File: config.mk
export PLATFORM = sky130hd
export DESIGN_NAME = pba_free_finder
export DESIGN_NICKNAME = d
export VERILOG_FILES = /design/src/hw/rtl/pba_pkg.sv /design/src/hw/rtl/pba_free_finder.sv
export SDC_FILE = /design/constraint.sdc
export NUM_CORES = 1
export LEC_CHECK = 0
export BUFFER_PORTS_ARGS = -buffer_cell sky130_fd_sc_hd__buf_2
export CAP_MARGIN = 20
export CORE_UTILIZATION = 46
export CTS_BUF_LIST = sky130_fd_sc_hd__clkbuf_4 sky130_fd_sc_hd__clkbuf_8
export DETAILED_ROUTE_END_ITERATION = 6
export GPL_TIMING_DRIVEN = 1
export PLACE_DENSITY = 0.83
export SYNTH_ARGS = -nofsm -noshare
export SYNTH_HDL_FRONTEND = slang
export SYNTH_SLANG_ARGS = --single-unit
File: constraint.sdc
create_clock -name clk -period 2.2 [get_ports clk]
set_clock_uncertainty 0.1 [all_clocks]
set_input_delay 0.44 -clock clk [delete_from_list [all_inputs] [get_ports clk]]
set_output_delay 0.44 -clock clk [all_outputs]
set_load 0.01 [all_outputs]
File: src/hw/rtl/pba_pkg.sv
// Shared types, constants and helper functions of the paired page allocator.
package pba_pkg;

    localparam int SLOTS       = 256;
    localparam int SLOT_W      = 8;
    localparam int LINK_W      = 9;
    localparam int NCHUNKS     = 64;
    localparam int BIN_W       = 6;
    localparam int CHUNK_W     = 7;
    localparam int CHUNK_LOG2  = 6;
    localparam int SIZE_W      = 13;
    localparam int PAGE_BYTES  = 4096;
    localparam int GROUP_W     = 16;
    localparam int GROUPS      = SLOTS / GROUP_W;

    localparam logic [LINK_W-1:0]  NIL          = LINK_W'(SLOTS);
    localparam logic [CHUNK_W-1:0] CHUNKS_FULL  = CHUNK_W'(NCHUNKS);
    localparam logic [SIZE_W-1:0]  SIZE_MAX     = SIZE_W'(PAGE_BYTES);
    localparam logic [SIZE_W:0]    CHUNK_ROUND  = (SIZE_W+1)'((1 << CHUNK_LOG2) - 1);

    typedef enum logic {
        OP_ALLOC = 1'b0,
        OP_FREE  = 1'b1
    } op_t;

    typedef enum logic [1:0] {
        ST_OK      = 2'd0,
        ST_INVALID = 2'd1,
        ST_NOSLOT  = 2'd2
    } status_t;

    typedef struct packed {
        logic [CHUNK_W-1:0] fsz;
        logic [CHUNK_W-1:0] lsz;
        logic [LINK_W-1:0]  bin_nxt;
        logic [LINK_W-1:0]  bin_prv;
        logic [LINK_W-1:0]  rec_nxt;
        logic [LINK_W-1:0]  rec_prv;
    } slot_rec_t;

    typedef struct packed {
        logic              en_size;
        logic              en_bin_nxt;
        logic              en_bin_prv;
        logic              en_rec_nxt;
        logic              en_rec_prv;
        logic [SLOT_W-1:0] addr;
        slot_rec_t         data;
    } slot_wr_t;

    typedef struct packed {
        logic             full;
        logic [BIN_W-1:0] idx;
    } home_t;

    function automatic logic [CHUNK_W-1:0] free_chunks(logic [CHUNK_W-1:0] fsz,
                                                       logic [CHUNK_W-1:0] lsz);
        logic [CHUNK_W:0] used;
        logic [CHUNK_W:0] rem;
        used = {1'b0, fsz} + {1'b0, lsz};
        rem  = (CHUNK_W+1)'(NCHUNKS) - used;
        if (used >= (CHUNK_W+1)'(NCHUNKS))
            return '0;
        return rem[CHUNK_W-1:0];
    endfunction

    function automatic home_t home_of(logic [CHUNK_W-1:0] fsz, logic [CHUNK_W-1:0] lsz);
        home_t h;
        logic [CHUNK_W-1:0] fc;
        fc     = free_chunks(fsz, lsz);
        h.full = (fsz != '0) && (lsz != '0);
        h.idx  = fc[BIN_W-1:0];
        return h;
    endfunction

endpackage

File: src/hw/rtl/pba_free_finder.sv
// Lowest unused slot search: registered per-group stage, then a group pick.
module pba_free_finder (
    input  logic                         clk,
    input  logic                         rst_n,
    input  logic [pba_pkg::SLOTS-1:0]    busy_bits,
    output logic                         found,
    output logic [pba_pkg::SLOT_W-1:0]   idx
);
    import pba_pkg::*;

    localparam int GIDX_W = $clog2(GROUP_W);
    localparam int GSEL_W = $clog2(GROUPS);

    logic [GROUPS-1:0] gany_reg;
    logic [GROUPS-1:0] gany_next;
    logic [GIDX_W-1:0] gidx_reg  [GROUPS];
    logic [GIDX_W-1:0] gidx_next [GROUPS];

    always_comb
    begin
        for (int g = 0; g < GROUPS; g++)
        begin
            gany_next[g] = 1'b0;
            gidx_next[g] = '0;
            for (int b = GROUP_W - 1; b >= 0; b--)
            begin
                if (!busy_bits[g*GROUP_W + b])
                begin
                    gany_next[g] = 1'b1;
                    gidx_next[g] = GIDX_W'(b);
                end
            end
        end
    end

    always_ff @(posedge clk or negedge rst_n)
    begin
        if (!rst_n)
            gany_reg <= '0;
        else
            gany_reg <= gany_next;
    end

    always_ff @(posedge clk)
    begin
        for (int g = 0; g < GROUPS; g++)
            gidx_reg[g] <= gidx_next[g];
    end

    always_comb
    begin
        found = 1'b0;
        idx   = '0;
        for (int g = GROUPS - 1; g >= 0; g--)
        begin
            if (gany_reg[g])
            begin
                found = 1'b1;
                idx   = {GSEL_W'(g), gidx_reg[g]};
            end
        end
    end

endmodule
==> impl_metrics.json <==
{
  "cts_buffers": 9,
  "holdPathEnd": "gidx_reg[0][25]",
  "power.leakage_nw": 3.04,
  "final_layout_size_suffix_gt1_share_pct": 34.3,
  "worst_setup_path_end_kind": "primary output",
  "antenna_found_initial": 0,
  "routedWlPerCell_um": 13.1,
  "finalCritPeriodShare_pct": 116,
  "postSynth.asyncResetShare_pct": 20.0,
  "postRouteAntennaNets": 0,
  "worstHoldStart": "busy_bits[98]",
  "grt_pass1_vias": 5637,
  "nNetsFinal": 1221,
  "grtUsageTotal_pct": 25.6,
  "row_count": 36,
  "worst_pin_slew_ns": 0.406,
  "whs_ns": 0.192,
  "worstPathArrival_ns": 2.02,
  "rsz0062_at_grt": "true",
  "viasPerCell": 5.49,
  "cts-root-buf": "clkbuf_8",
  "synth-main-ff-cell": "dfxtp_1",
  "path_max_fanout": 3,
  "ys_types": 35,
  "synth-seq-cells": 80,
  "grt_max_degree": 17,
  "worst-setup-path-type": "reg -> out",
  "chipHeight_um": 104,
  "ys_seq_area_share_pct": 35.1,
  "cp_slowest_cell": "dfrtp_1",
  "place_hpwl_um": 11800,
  "cp_slowest_stage_delay_ns": 0.37,
  "highest_layer": "met4",
  "drt_iter0_drc": 380,
  "drc": 0,
  "syn_area_um2": 4780,
  "port_buffers": 266,
  "hp-class": "in -> reg",
  "start_kind": "flop",
  "gp_congestion": 0.948,
  "place_ws_ns": 0.0398,
  "num_vias": 6039,
  "synth_edf_count": 0,
  "overflow": 0,
  "grt_pass1_wl_um": 23100,
  "drv_slew": 0,
  "status": "finished with violations",
  "critical_path.cell_chain": "or2_1, a221oi_1, nand3_1, a31oi_1, a211oi_1, buf_2",
  "die-area_um2": 10800,
  "antenna_cells": 0,
  "period_needed_ns": 2.56,
  "avgSynthCellArea_um2": 7.17,
  "initial_core_util_pct": 48.3,
  "powerDensity_nw_per_um2": 450,
  "tritoncts": "built",
  "met3_length_um": 823,
  "max_slew_margin_pct": 73.0,
  "routed_wl_um": 14400,
  "setup_viol": 9,
  "die_width_um": 104,
  "whs_path_depth": 2,
  "wl_met1_um": 5930,
  "yosysWarnings": 0,
  "firstDrtPassIters": 5,
  "core_area_um2": 9910,
  "syn_to_final_growth_pct": 43.0,
  "wl_met2_um": 7290,
  "cts.sinks": 80,
  "max_freq_mhz": 391,
  "hold_violations": 0,
  "clkTransAtPathRegs_ns": 0.08,
  "layout_common_cells": "buf_2, nand2_1, dfxtp_1, inv_1, nor2_1",
  "fin_ws_ns": -0.360,
  "largest_reg_flops": 64,
  "clock_path_buffers": 2,
  "io_pins": 267,
  "cts-htree-levels": 3,
  "syn-instance-count": 667,
  "syn-num-nets": 925,
  "violations": "negative setup slack",
  "ir_worst_vdd_mv": 0.323,
  "fin_util_pct": 69.0,
  "drv_cap": 0,
  "required_ns": 1.66,
  "layout_commonest_cell": "buf_2"
}
-- synth_stat cells (3+ instances only) --
cell type  instances  share of area, %
inv_1             57               4.5
a22oi_1            4              0.63
a31oi_1           51               6.7
a21boi_0          16               2.5
nor3_1            35               3.7
a221oi_1           9               1.6
nand2_1          101               7.9
or2_1              3              0.39
nor2_1            55               4.3
nand4_1           48               6.3
dfrtp_1           16               8.4
a21oi_1           30               3.1
nand3_1           34               3.6
nor2b_1           24               3.1
o221ai_1           7               1.3
o21ai_0           53               5.5
o211ai_1          34               5.3
dfxtp_1           64                27
-- cells by family after synthesis --
| logic type | Yosys count | share of synthesized area, % |
|---|---|---|
| simple gates | 310 | 30.9 |
| compound gates | 218 | 29.3 |
| flops | 80 | 35.1 |
| buf+inv | 59 | 4.68 |
-- final cells by class --
cell class / instances / area (um^2)
Timing Repair Buffer: 287 / 1520
Sequential cell: 80 / 1680
Inverter: 57 / 214
Tap cell: 133 / 166
Multi-Input combinational cell: 528 / 3080
Fill cell: 874 / 3070
Clock inverter: 6 / 51.3
Clock buffer: 10 / 131
-- worst max path at each step --
| stage | start | to | slack, ns |
|---|---|---|---|
| finish | gany_reg[1] | idx[3] | -0.36 |
| global route | gany_reg[13] | idx[3] | -0.51 |
| CTS | gany_reg[14] | idx[4] | -0.21 |
| detailed placement | gany_reg[9] | idx[1] | 0.04 |
| global placement | gany_reg[15] | idx[4] | 0.09 |
| floorplan | gany_reg[14] | idx[4] | 0.26 |
-- report_power, final --
part	leakage, nW	internal [mW]	switching, mW	total (mW)
registers	0.665	1.50	0.0228	1.52
logic	2.28	0.280	0.311	0.591
clock network	0.0909	0.435	0.529	0.964
total	3.04	2.22	0.863	3.08
-- through the flow --
step | power [mW] | TNS, ns | cell area [um^2] | cells
finish | 3.08 | -2.25 | 6840 | 1101
global route | 3.24 | -3.04 | 6840 | 1101
CTS | 3.09 | -1.24 | 6680 | 1097
detailed placement | 2.14 | 0 | 6350 | 1074
global placement | 2.13 | 0 | 6350 | 1074
floorplan | 1.75 | 0 | 4780 | 667
-- timing repair --
item | in CTS | in global routing
cloned | 0 | 0
buffers inserted | 6 | 5
resized for setup | 25 | 17
hold buffers | 1 | 0
hold endpoints to repair | 16 | 0
pin swaps | 12 | 10
setup endpoints to repair | 9 | 9
-- routing by layer --
metal,global-route usage (%),vias up
met1,29.2,2705
met4,8.67,0
met2,47.8,215
met5,0,-
li1,-,3086
met3,4.64,33
-- worst max-delay path, delay by kind of cell, from the launching register on --
kind | cells | cell delay, ns
buffers and inverters | 1 | 0.17
AND/OR/NAND/NOR | 2 | 0.44
flip-flops | 1 | 0.37
AO/OA/AOI/OAI | 3 | 0.69
Power figures use the tool's default switching activity.
